--- src/hdl/assert_macros.svh ---
// Assertion macros included by the RTL top level.
// No dependencies; included inside module bodies.
`ifndef ASSERT_MACROS_SVH
`define ASSERT_MACROS_SVH

// Combinational property checked at every rising clock edge outside reset.
`define ASSERT_ALWAYS(lbl, clk, rst_n, expr, msg) \
    lbl: assert property (@(posedge clk) disable iff (!(rst_n)) (expr)) else $error(msg);

// Condition in one cycle implies a condition in the next cycle.
`define ASSERT_NEXT(lbl, clk, rst_n, ante, cons, msg) \
    lbl: assert property (@(posedge clk) disable iff (!(rst_n)) (ante) |=> (cons)) \
        else $error(msg);

`endif

--- src/hdl/ttwc_pkg.sv ---
// Shared types and constants for the threshold triggered window capture.
// No dependencies.
package ttwc_pkg;

    localparam int WINDOW_DEPTH = 10;
    localparam int SAMPLE_W     = 16;
    localparam int LEVEL_W      = 16;
    localparam int POST_W       = 4;
    localparam int CFG_DATA_W   = 16;
    localparam int FILL_W       = $clog2(WINDOW_DEPTH + 1);
    localparam int DUMP_W       = $clog2(WINDOW_DEPTH);

    localparam logic [LEVEL_W-1:0] LEVEL_RESET = LEVEL_W'(10000);
    localparam logic [POST_W-1:0]  POST_RESET  = POST_W'(5);

    localparam logic CFG_TRIGGER_LEVEL = 1'b0;
    localparam logic CFG_POST_SAMPLES  = 1'b1;

    typedef logic signed [SAMPLE_W-1:0] t_sample;

    typedef struct packed {
        logic shift;
        logic feedback;
    } t_chain_ctrl;

endpackage

--- src/hdl/ttwc_cell.sv ---
// One storage cell of the sample chain: holds a sample, loads its neighbor.
// Depends on ttwc_pkg.
module ttwc_cell
    import ttwc_pkg::*;
(
    input  logic    i_clk,
    input  logic    i_shift,
    input  t_sample i_data,
    output t_sample o_data
);

    t_sample r_data;

    always_ff @(posedge i_clk) begin
        if (i_shift) begin
            r_data <= i_data;
        end
    end

    assign o_data = r_data;

endmodule

--- src/hdl/ttwc_chain.sv ---
// Row of WINDOW_DEPTH cells; newest sample at cell 0, oldest at the tail.
// Depends on ttwc_pkg and ttwc_cell. Feedback rotates the tail into cell 0.
module ttwc_chain
    import ttwc_pkg::*;
(
    input  logic        i_clk,
    input  t_chain_ctrl i_ctrl,
    input  t_sample     i_sample,
    output t_sample     o_tail
);

    t_sample w_q [WINDOW_DEPTH];
    t_sample w_head;

    assign w_head = i_ctrl.feedback ? w_q[WINDOW_DEPTH-1] : i_sample;

    for (genvar k = 0; k < WINDOW_DEPTH; k++) begin : g_cell
        if (k == 0) begin : g_head
            ttwc_cell u_cell (
                .i_clk   (i_clk),
                .i_shift (i_ctrl.shift),
                .i_data  (w_head),
                .o_data  (w_q[k])
            );
        end else begin : g_body
            ttwc_cell u_cell (
                .i_clk   (i_clk),
                .i_shift (i_ctrl.shift),
                .i_data  (w_q[k-1]),
                .o_data  (w_q[k])
            );
        end
    end

    assign o_tail = w_q[WINDOW_DEPTH-1];

endmodule

--- src/hdl/threshold_triggered_window_capture.sv ---
// Top level: trigger control, window dump sequencer and output register.
// Depends on ttwc_pkg, ttwc_chain and assert_macros.svh.
//
//  channel   | signals                                   | direction
//  ----------+-------------------------------------------+----------
//  sample    | i_sample_valid/o_sample_ready, i_sample_in | in
//  window    | o_window_valid/i_window_ready,             | out
//            |   o_window_sample, o_window_last           |
//  config    | i_cfg_we, i_cfg_index, i_cfg_wdata         | in
//
// A sample that completes a capture starts a dump: the chain rotates one
// entry per cycle into the output register while the output is not stalled,
// and no sample is taken meanwhile. Reset is synchronous; the chain has no
// reset and no clear pass.
module threshold_triggered_window_capture
    import ttwc_pkg::*;
(
    input  logic                  i_clk,
    input  logic                  i_rst_n,
    input  logic                  i_sample_valid,
    output logic                  o_sample_ready,
    input  t_sample               i_sample_in,
    output logic                  o_window_valid,
    input  logic                  i_window_ready,
    output t_sample               o_window_sample,
    output logic                  o_window_last,
    input  logic                  i_cfg_we,
    input  logic                  i_cfg_index,
    input  logic [CFG_DATA_W-1:0] i_cfg_wdata
);

    typedef enum logic {ST_IDLE, ST_DUMP} t_state;

    t_state              r_state,         n_state;
    logic [LEVEL_W-1:0]  r_trigger_level, n_trigger_level;
    logic [POST_W-1:0]   r_post_samples,  n_post_samples;
    logic [FILL_W-1:0]   r_fill,          n_fill;
    logic                r_armed,         n_armed;
    logic                r_capturing,     n_capturing;
    logic [POST_W-1:0]   r_post_left,     n_post_left;
    logic [DUMP_W-1:0]   r_dump_cnt,      n_dump_cnt;
    logic                r_out_valid,     n_out_valid;
    t_sample             r_out_sample,    n_out_sample;
    logic                r_out_last,      n_out_last;

    logic        w_accept;
    logic        w_out_free;
    logic        w_dump_step;
    logic [16:0] w_mag;
    logic        w_above;
    logic        w_full;
    t_sample     w_tail;
    t_chain_ctrl w_ctrl;

    assign w_accept    = i_sample_valid && (r_state == ST_IDLE);
    assign w_out_free  = !r_out_valid || i_window_ready;
    assign w_dump_step = (r_state == ST_DUMP) && w_out_free;
    assign w_mag       = i_sample_in[SAMPLE_W-1]
                       ? (17'd0 - {i_sample_in[SAMPLE_W-1], i_sample_in})
                       : {1'b0, i_sample_in};
    assign w_above     = w_mag >= {1'b0, r_trigger_level};
    assign w_full      = r_fill >= FILL_W'(WINDOW_DEPTH - 1);

    assign w_ctrl.shift    = w_accept || w_dump_step;
    assign w_ctrl.feedback = (r_state == ST_DUMP);

    ttwc_chain u_chain (
        .i_clk    (i_clk),
        .i_ctrl   (w_ctrl),
        .i_sample (i_sample_in),
        .o_tail   (w_tail)
    );

    always_comb begin
        n_state         = r_state;
        n_trigger_level = r_trigger_level;
        n_post_samples  = r_post_samples;
        n_fill          = r_fill;
        n_armed         = r_armed;
        n_capturing     = r_capturing;
        n_post_left     = r_post_left;
        n_dump_cnt      = r_dump_cnt;
        n_out_valid     = r_out_valid;
        n_out_sample    = r_out_sample;
        n_out_last      = r_out_last;

        if (i_cfg_we) begin
            unique case (i_cfg_index)
                CFG_TRIGGER_LEVEL: n_trigger_level = i_cfg_wdata[LEVEL_W-1:0];
                CFG_POST_SAMPLES:  n_post_samples  = i_cfg_wdata[POST_W-1:0];
                default: ;
            endcase
        end

        if (r_out_valid && i_window_ready) begin
            n_out_valid = 1'b0;
        end

        unique case (r_state)
            ST_IDLE: begin
                if (w_accept) begin
                    if (r_fill != FILL_W'(WINDOW_DEPTH)) begin
                        n_fill = r_fill + FILL_W'(1);
                    end
                    if (!r_capturing) begin
                        if (w_above && r_armed && w_full) begin
                            n_capturing = 1'b1;
                            n_armed     = 1'b0;
                            n_post_left = r_post_samples;
                        end else if (!w_above) begin
                            n_armed = 1'b1;
                        end
                    end else if (r_post_left > POST_W'(1)) begin
                        n_post_left = r_post_left - POST_W'(1);
                    end else begin
                        n_capturing = 1'b0;
                        n_post_left = '0;
                        n_dump_cnt  = '0;
                        n_state     = ST_DUMP;
                    end
                end
            end
            ST_DUMP: begin
                if (w_dump_step) begin
                    n_out_valid  = 1'b1;
                    n_out_sample = w_tail;
                    n_out_last   = (r_dump_cnt == DUMP_W'(WINDOW_DEPTH - 1));
                    n_dump_cnt   = r_dump_cnt + DUMP_W'(1);
                    if (r_dump_cnt == DUMP_W'(WINDOW_DEPTH - 1)) begin
                        n_state = ST_IDLE;
                    end
                end
            end
            default: n_state = ST_IDLE;
        endcase
    end

    always_ff @(posedge i_clk) begin
        if (!i_rst_n) begin
            r_state         <= ST_IDLE;
            r_trigger_level <= LEVEL_RESET;
            r_post_samples  <= POST_RESET;
            r_fill          <= '0;
            r_armed         <= 1'b1;
            r_capturing     <= 1'b0;
            r_post_left     <= '0;
            r_dump_cnt      <= '0;
            r_out_valid     <= 1'b0;
        end else begin
            r_state         <= n_state;
            r_trigger_level <= n_trigger_level;
            r_post_samples  <= n_post_samples;
            r_fill          <= n_fill;
            r_armed         <= n_armed;
            r_capturing     <= n_capturing;
            r_post_left     <= n_post_left;
            r_dump_cnt      <= n_dump_cnt;
            r_out_valid     <= n_out_valid;
        end
        r_out_sample <= n_out_sample;
        r_out_last   <= n_out_last;
    end

    assign o_sample_ready  = (r_state == ST_IDLE);
    assign o_window_valid  = r_out_valid;
    assign o_window_sample = r_out_sample;
    assign o_window_last   = r_out_last;

`include "assert_macros.svh"

    `ASSERT_ALWAYS(a_fill_bound, i_clk, i_rst_n, r_fill <= FILL_W'(WINDOW_DEPTH), "fill level overflow")
    `ASSERT_ALWAYS(a_capture_full, i_clk, i_rst_n, !r_capturing || (r_fill == FILL_W'(WINDOW_DEPTH)), "capture with partial window")
    `ASSERT_ALWAYS(a_dump_not_capturing, i_clk, i_rst_n, (r_state != ST_DUMP) || !r_capturing, "dump overlaps capture")
    `ASSERT_NEXT(a_window_hold, i_clk, i_rst_n, o_window_valid && !i_window_ready, o_window_valid && $stable(o_window_sample) && $stable(o_window_last), "window transaction changed while stalled")

endmodule

--- config.mk ---
export PLATFORM = sky130hd
export DESIGN_NAME = threshold_triggered_window_capture
export DESIGN_NICKNAME = d
export VERILOG_FILES = /design/src/hdl/ttwc_pkg.sv /design/src/hdl/ttwc_cell.sv /design/src/hdl/ttwc_chain.sv /design/src/hdl/threshold_triggered_window_capture.sv
export VERILOG_INCLUDE_DIRS = /design/src /design/src/hdl
export SDC_FILE = /design/constraint.sdc
export NUM_CORES = 1
export LEC_CHECK = 0
export ABC_AREA = 1
export BUFFER_PORTS_ARGS = -buffer_cell sky130_fd_sc_hd__buf_2
export CORE_ASPECT_RATIO = 0.9
export CORE_MARGIN = 8
export CORE_UTILIZATION = 45
export DETAILED_ROUTE_END_ITERATION = 7
export PLACE_DENSITY = 0.73
export SLEW_MARGIN = 25
export SYNTH_ARGS = -nofsm -noshare
export SYNTH_HDL_FRONTEND = slang
export SYNTH_SLANG_ARGS = --single-unit
--- constraint.sdc ---
create_clock -name i_clk -period 5.2 [get_ports i_clk]
set_input_delay 0.26 -clock i_clk [delete_from_list [all_inputs] [get_ports i_clk]]
set_output_delay 0.26 -clock i_clk [all_outputs]
set_load 0.02 [all_outputs]
==> metrics.yaml, run 1 <==
critical_path:
  cp.required_ns: 5.58
  critPathTopFamily: "simple AND/OR/NAND/NOR gates"
  crit_chain: "buf_2 -> inv_1 -> ha_1 -> nand4_2 -> nor2_2 -> nand3_2 -> o31ai_1 -> xor2_1 -> ha_1 -> nand2_1 -> inv_1 -> nand2_1 -> a21oi_1 -> nor2_1 -> nand3_2 -> nand2_2 -> nand2_4 -> nand2_2 -> nand2_1 -> nand2_1 -> nor2_1"
  cp.arrival_ns: 2.78
  cpMostUsedCell: "nand2_1"
  critical-path-max-stage-delay_ns: 0.28
  critPathLaunchType: "input pin"
  crit_slowest_cell: "ha_1"
  cp-end-kind: "flip-flop"
  path_max_fanout: 8
  path_buf_inv: 3
  criticalPathCategory: "in2reg"
finish:
  multi_input_area_um2: 1550
  area_growth_pct: 16.9
  n_antenna_cell: 0
  layout.area.seq_um2: 6040
  nFillCells: 1445
  drive_above_1_share: 0.174
  nets: 692
global_routing:
  grt_pass1_vias: 4345
  grt_usage: 0.130
  grt_busiest_layer: "met2"
  grt_max_degree: 161
  use_met2: 0.214
  grtUsageMet3: 0.0295
  antenna_found_initial: 0
  met1_usage: 0.168
  grt_overflow: 0
  grt_pass1_wl_um: 22600
clocking:
  clk_pin_slew_worst_paths_ns: 0.07
  cts_max_path_buffers: 3
  clock-root-buffer: "clkbuf_16"
  cts-hold-fix-buffers: 4
  clock-sinks: 213
  cts_buffers: 21
  cts_tree: "done"
  postCtsSetupBuffers: 0
  clk_latency_ns: 0.50
  post_cts_resized: 0
  htree_levels: 1
routing:
  drt-initial-drc-count: 374
  ant_nets: 0
  routed_wl_um: 14200
  avgRoutedWirePerCell_um: 16.1
  drc_errors: 0
  post_drt_via_cell_ratio: 4.94
  via_count: 4365
  dr.pass1.iters: 5
sta:
  timing.hold.ws_ns: 0.0115
  finalSetupTns_ns: 0
  period_needed_ns: 2.40
  skew_ns: 0.0147
  max_freq_ghz: 0.417
  worst_slew_pin_slew_ns: 0.895
  finalSetupViolCount: 0
  post-route-period-util: 0.461
  finalHoldViolations: 0
  rsz0062_at_grt: "no"
  slew_violations: 0
  maxSlewHeadroom: 0.401
logic_synthesis:
  synth.most_common_cell: "edfxtp_1"
  yosysTopAreaCell: "edfxtp_1"
  synth_edf_count: 177
  yosys_most_used_dff: "edfxtp_1"
  syn-num-nets: 619
  synthCells: 556
  synthTopCellsByArea: "edfxtp_1, dfxtp_1, ha_1"
  synthesis.area_um2: 7880
  async_flop_share: 0
  yosys_warnings: 0
  post-synth-top-area-fraction: 0.675
  ys_ff_latch: 213
  syn_area_per_cell_um2: 14.2
  synth_commonest_cells: "edfxtp_1, nand2_1, inv_1, dfxtp_1"
  seq_area_frac_synth: 0.766
  ys_types: 37
floorplan:
  die-height_um: 142
  io_pins: 57
  rows: 46
  fp.coreArea_um2: 17400
  fp.dieW_um: 155
  initial_core_util: 0.453
  dieArea_um2: 22000
status:
  status: "finished, final reports clean"
run:
  maxCapViolations: 0
placement:
  dpl.hpwl_um: 9190
  gp_congestion: 0.872
  io_buffers: 56
pwr:
  powerDensity_nw_per_um2: 404
  power_leakage_uw: 0.00353
  ir_drop_v: 0.000264
worst_hold_path:
  min_path_type: "in2reg"
worst reg2reg max path: cells and delay by family (launching register included):
| kind | cells | cell delay (ns) |
|---|---|---|
| and+or+nand+nor | 2 | 0.24 |
| DFF | 1 | 0.67 |
| buffers and inverters | 3 | 0.78 |
per-stage QoR:
stage | power (µW) | setup slack, ns | util | instances | instance area [µm²]
4_1_cts | 3760 | 2.66 | 0.530 | 884 | 9210
6_report | 3720 | 2.80 | 0.530 | 884 | 9210
3_3_place_gp | 2160 | 2.53 | 0.486 | 842 | 8440
2_1_floorplan | 2110 | 0.145 | - | 556 | 7880
5_1_grt | 3850 | 2.48 | 0.530 | 884 | 9210
3_5_place_dp | 2170 | 2.37 | 0.486 | 842 | 8440
state kept, by name (all words and copies together) (netlist names):
register / count
u_chain.g_cell.g_body.u_cell.o_data: 144
o_window_sample: 16
r_trigger_level: 16
u_chain.g_cell.g_head.u_cell.o_data: 16
r_dump_cnt: 4
r_fill: 4
r_post_left: 4
r_post_samples: 4
o_window_last: 1
o_window_valid: 1
r_armed: 1
r_capturing: 1
r_state: 1
routing by layer:
layer	routed length (µm)	up-vias
met4	391	0
met5	0	-
met2	6690	123
met1	6410	2120
met3	705	32
li1	-	2090
layout by cell type (no fill, tap or decap), drive strengths merged, types with 4 or more instances in the layout:
master | netlist | final
a21oi | 26 | 26
buf | 4 | 58
bufinv | 0 | 4
clkbuf | 8 | 23
clkinv | 1 | 8
dfxtp | 36 | 36
dlygate4sd3 | 0 | 4
edfxtp | 177 | 177
ha | 25 | 25
inv | 64 | 65
nand2 | 79 | 79
nand3 | 13 | 13
nand4 | 5 | 5
nor2 | 39 | 39
o211ai | 8 | 8
o21ai | 36 | 36
o22ai | 4 | 4
xor2 | 14 | 14
where the power goes:
group | internal (µW) | switching (µW) | leakage, µW
combinational | 59.3 | 115 | 0.00117
sequential | 1940 | 28.5 | 0.00201
clock | 946 | 634 | 0.000346
kinds of logic after synthesis:
logic type               Yosys count  share of synthesized area
AO/OA/AOI/OAI                     81                     0.0569
XOR/XNOR                          15                     0.0167
adder cells (fa/ha/maj)           25                     0.0397
buffers and inverters             77                     0.0373
flip-flops                       213                      0.766
AND/OR/NAND/NOR                  145                     0.0831
worst paths after layout:
kind,from,endpoint,slack [ns],cells after the start
max,i_sample_in[0],r_post_left[0],2.80,21
min,i_cfg_wdata[10],r_trigger_level[10],0.01,3
max reg2reg,r_state,u_chain.g_cell[2].g_body.u_cell.o_data[5],2.95,5
min reg2reg,u_chain.g_cell[0].g_head.u_cell.o_data[11],u_chain.g_cell[1].g_body.u_cell.o_data[11],0.41,0
cell type report:
type | instances | share of cell area
multi-input combinational | 266 | 0.169
timing repair buffer | 62 | 0.0378
tap | 240 | 0.0326
clock buffer | 23 | 0.0579
clock inverter | 15 | 0.0208
inverter | 65 | 0.0265
sequential | 213 | 0.656
Note: power is estimated with default switching activity, not from simulation.
==> run 2: changes to the inputs <==
--- a/config.mk
+++ b/config.mk
@@ -6,13 +6,13 @@
 export SDC_FILE = /design/constraint.sdc
 export NUM_CORES = 1
 export LEC_CHECK = 0
-export ABC_AREA = 1
+export ABC_AREA = 0
 export BUFFER_PORTS_ARGS = -buffer_cell sky130_fd_sc_hd__buf_2
 export CORE_ASPECT_RATIO = 0.9
 export CORE_MARGIN = 8
 export CORE_UTILIZATION = 45
 export DETAILED_ROUTE_END_ITERATION = 7
-export PLACE_DENSITY = 0.73
+export PLACE_DENSITY = 0.7
 export SLEW_MARGIN = 25
 export SYNTH_ARGS = -nofsm -noshare
 export SYNTH_HDL_FRONTEND = slang
==> constraint.sdc (replaced) <==
create_clock -name i_clk -period 2.4 [get_ports i_clk]
set_input_delay 0.12 -clock i_clk [delete_from_list [all_inputs] [get_ports i_clk]]
set_output_delay 0.12 -clock i_clk [all_outputs]
set_load 0.02 [all_outputs]
==> metrics.yaml, run 2 <==
sta:
  maxSlewHeadroom: 0.417  # +0.0158
  finalHoldViolations: 0  # unchanged
  slew_violations: 0  # unchanged
  skew_ns: 0.00881  # -0.00592 ns
  rsz0062_at_grt: "yes"
  finalSetupViolCount: 1  # +1
  timing.hold.ws_ns: 0.0441  # +0.0326 ns
  post-route-period-util: 1.00
  finalSetupTns_ns: -0.000810  # -0.000810 ns
  max_freq_ghz: 0.417
  finalWorstSetupSlack_ns: -0.000810  # -2.80 ns
  period_needed_ns: 2.40
  worst_slew_pin_slew_ns: 0.871  # -0.0243 ns
logic_synthesis:
  seq_area_frac_synth: 0.779  # +0.0122
  yosysTopAreaCell: "edfxtp_1"
  synth.most_common_cell: "edfxtp_1"
  async_flop_share: 0  # unchanged
  synth_commonest_cells: "edfxtp_1, nand2_1, dfxtp_1, a21oi_1, inv_1"
  syn_area_per_cell_um2: 15.9  # +12%
  synth_edf_count: 177  # unchanged
  post-synth-top-area-fraction: 0.686  # +0.0108
  ys_ff_latch: 213  # unchanged
  synth_xor_area_frac: 0.0215  # +0.00479
  synth-compound-area-share: 0.0542  # -0.00264
  synthesis.area_um2: 7750  # -1.6%
  syn-num-nets: 550  # -11%
  synthSimpleGateAreaFrac: 0.0667  # -0.0164
  ys_types: 41  # +11%
  synth_top_family_by_area: "simple AND/OR/NAND/NOR gates"
  synth_fa_ha_area_frac: 0.0403  # +0.000635
  synthCells: 487  # -12%
  yosys_warnings: 0  # unchanged
  synthTopCellsByArea: "edfxtp_1, dfxtp_1, ha_1"
  synth_mux_area_frac: 0.0203  # +0.0203
  yosys_most_used_dff: "edfxtp_1"
critical_path:
  critPathLaunchType: "input pin"
  cp-end-kind: "flip-flop"
  path_max_fanout: 4  # -4
  cp.required_ns: 2.78  # -2.80 ns
  criticalPathCategory: "in2reg"
  cp.arrival_ns: 2.78  # about the same
worst_hold_path:
  min_path_type: "in2reg"
pwr:
  power_leakage_uw: 0.00348  # -1.3%
  p_seq_frac: 0.549  # +0.020
  powerDensity_nw_per_um2: 818  # +100%
  p_sw_uw: 1620  # +110%
  pwr-share-comb: 0.061  # +0.014
  internal-power_uw: 6190  # +110%
  ir_drop_v: 0.000542  # +110%
  pwr-share-clk: 0.390  # -0.034
  switching_share: 0.207  # -0.00139
finish:
  mostFrequentLayoutCell: "edfxtp_1"
  n_antenna_cell: 0  # unchanged
  largest_reg_flops: 144  # unchanged
  drive_above_1_share: 0.234  # +0.0602
  final_cells: 839  # -5.1%
  nets: 675  # -2.5%
  multi_input_area_um2: 1690  # +8.5%
  layout.area.seq_um2: 6040  # about the same
  nFillCells: 1290  # -11%
  postLayoutCellArea_um2: 9540  # +3.6%
  layout_common_cells: "edfxtp_1, nand2_1, buf_2, dfxtp_1, inv_1"
  area_growth_pct: 23.1
routing:
  drt-initial-drc-count: 339  # -9.4%
  avgRoutedWirePerCell_um: 17.6  # +9.5%
  post_drt_via_cell_ratio: 5.15  # +4.2%
  dr.pass1.iters: 5  # unchanged
  via_count: 4318  # -1.1%
  routed_wl_um: 14800  # +4.0%
  ant_nets: 0  # unchanged
  drc_errors: 0  # unchanged
clocking:
  clk_latency_ns: 0.49  # about the same
  clock-sinks: 213  # unchanged
  clock-root-buffer: "clkbuf_16"
  cts_tree: "done"
  cts_max_path_buffers: 3  # unchanged
  clk_pin_slew_worst_paths_ns: 0.06  # about the same
  cts_buffers: 22  # +4.8%
  htree_levels: 1  # unchanged
placement:
  gp_congestion: 0.832  # -4.6%
  placed_cell_area_um2: 8510  # +0.84%
  io_buffers: 56  # unchanged
  placed_cells: 770  # -8.6%
  place_ws_ns: -0.652  # -3.02 ns
  dpl.hpwl_um: 9460  # +3.0%
global_routing:
  grt_overflow: 0  # unchanged
  grt_max_degree: 60  # -63%
  antenna_found_initial: 0  # unchanged
  grt_pass1_vias: 4407  # +1.4%
  grt_usage: 0.134  # +0.00431
  grt_pass1_wl_um: 23200  # +2.6%
floorplan:
  die-height_um: 141  # -0.70%
  dieArea_um2: 21700  # -1.4%
  fp.dieW_um: 154  # -0.71%
  fp.coreArea_um2: 16900  # -2.8%
  rows: 45  # -2.2%
  initial_core_util: 0.459  # +0.00582
  io_pins: 57  # unchanged
status:
  violations: "setup timing"
  status: "finished with violations"
run:
  maxCapViolations: 0  # unchanged
[run 2: cell type report]
cell class / count / share of cell area
flip-flops and latches: 213 / 0.633
multi-input cells: 236 / 0.177
repair buffers: 111 / 0.0838
clock buffers: 30 / 0.0631
well taps: 211 / 0.0277
inverters: 28 / 0.0110
clock inverters: 10 / 0.00498
[run 2: path summary, 6_finish.rpt]
| path | from | to | slack (ns) | cells after the start |
|---|---|---|---|---|
| hold reg to reg | u_chain.g_cell[7].g_body.u_cell.o_data[11] | u_chain.g_cell[8].g_body.u_cell.o_data[11] | 0.41 | 0 |
| setup / recovery | i_sample_in[8] | r_post_left[2] | -0.0008 | 13 |
| setup reg to reg | r_trigger_level[6] | r_post_left[1] | 0.32 | 9 |
| hold / removal | i_sample_in[14] | u_chain.g_cell[0].g_head.u_cell.o_data[14] | 0.04 | 2 |
[run 2: critical path, cell delays in order]
cell and delay (ns):
buf_8 0.10, or4_4 0.53, or3_4 0.38, o31ai_4 0.19, xnor2_1 0.09, ha_1 0.33
nand3_2 0.09, nor2_2 0.14, o22ai_2 0.09, o211ai_1 0.30, buf_4 0.19, a21oi_2 0.05
a41o_1 0.19
[run 2: cells by family (layout without fill, tap and decap cells)]
family                   after synthesis  in the layout
AO/OA/AOI/OAI                         68             68
XOR/XNOR                              19             19
adder cells (fa/ha/maj)               25             25
buffers and inverters                 38            179
flip-flops                           213            213
multiplexers                          14             14
AND/OR/NAND/NOR                      110            110
[run 2: power by group through the flow]
stage | clock (µW) | combinational [µW] | sequential, µW
floorplan | 0 | 227 | 4330
global placement | 0 | 375 | 4350
detailed placement | 0 | 395 | 4360
CTS | 3140 | 456 | 4290
global route | 3270 | 529 | 4300
finish | 3040 | 480 | 4280
[run 2: repair_timing]
action | 4_1_cts | 5_1_grt
pin swaps | 2 | 2
gates resized for setup | 4 | 15
hold endpoints to repair | 23 | 0
setup buffers | 2 | 1
endpoints found under the setup margin | 4 | 6
gates cloned | 0 | 0
hold buffers | 26 | 0
[run 2: layer usage]
metal | share of wire | vias up | global-route usage | wire (µm)
met5 | 0 | - | 0 | 0
met4 | 0.023 | 0 | 0.0350 | 344
met3 | 0.064 | 31 | 0.0295 | 950
met2 | 0.46 | 131 | 0.210 | 6790
met1 | 0.45 | 2106 | 0.186 | 6680
li1 | - | 2050 | - | -
[run 2: per-stage QoR]
step                      utilization  power, µW
final                           0.565       7810
after global routing            0.565       8090
after CTS                       0.560       7880
after detailed placement        0.504       4750
after global placement          0.504       4730
after floorplan                     -       4560
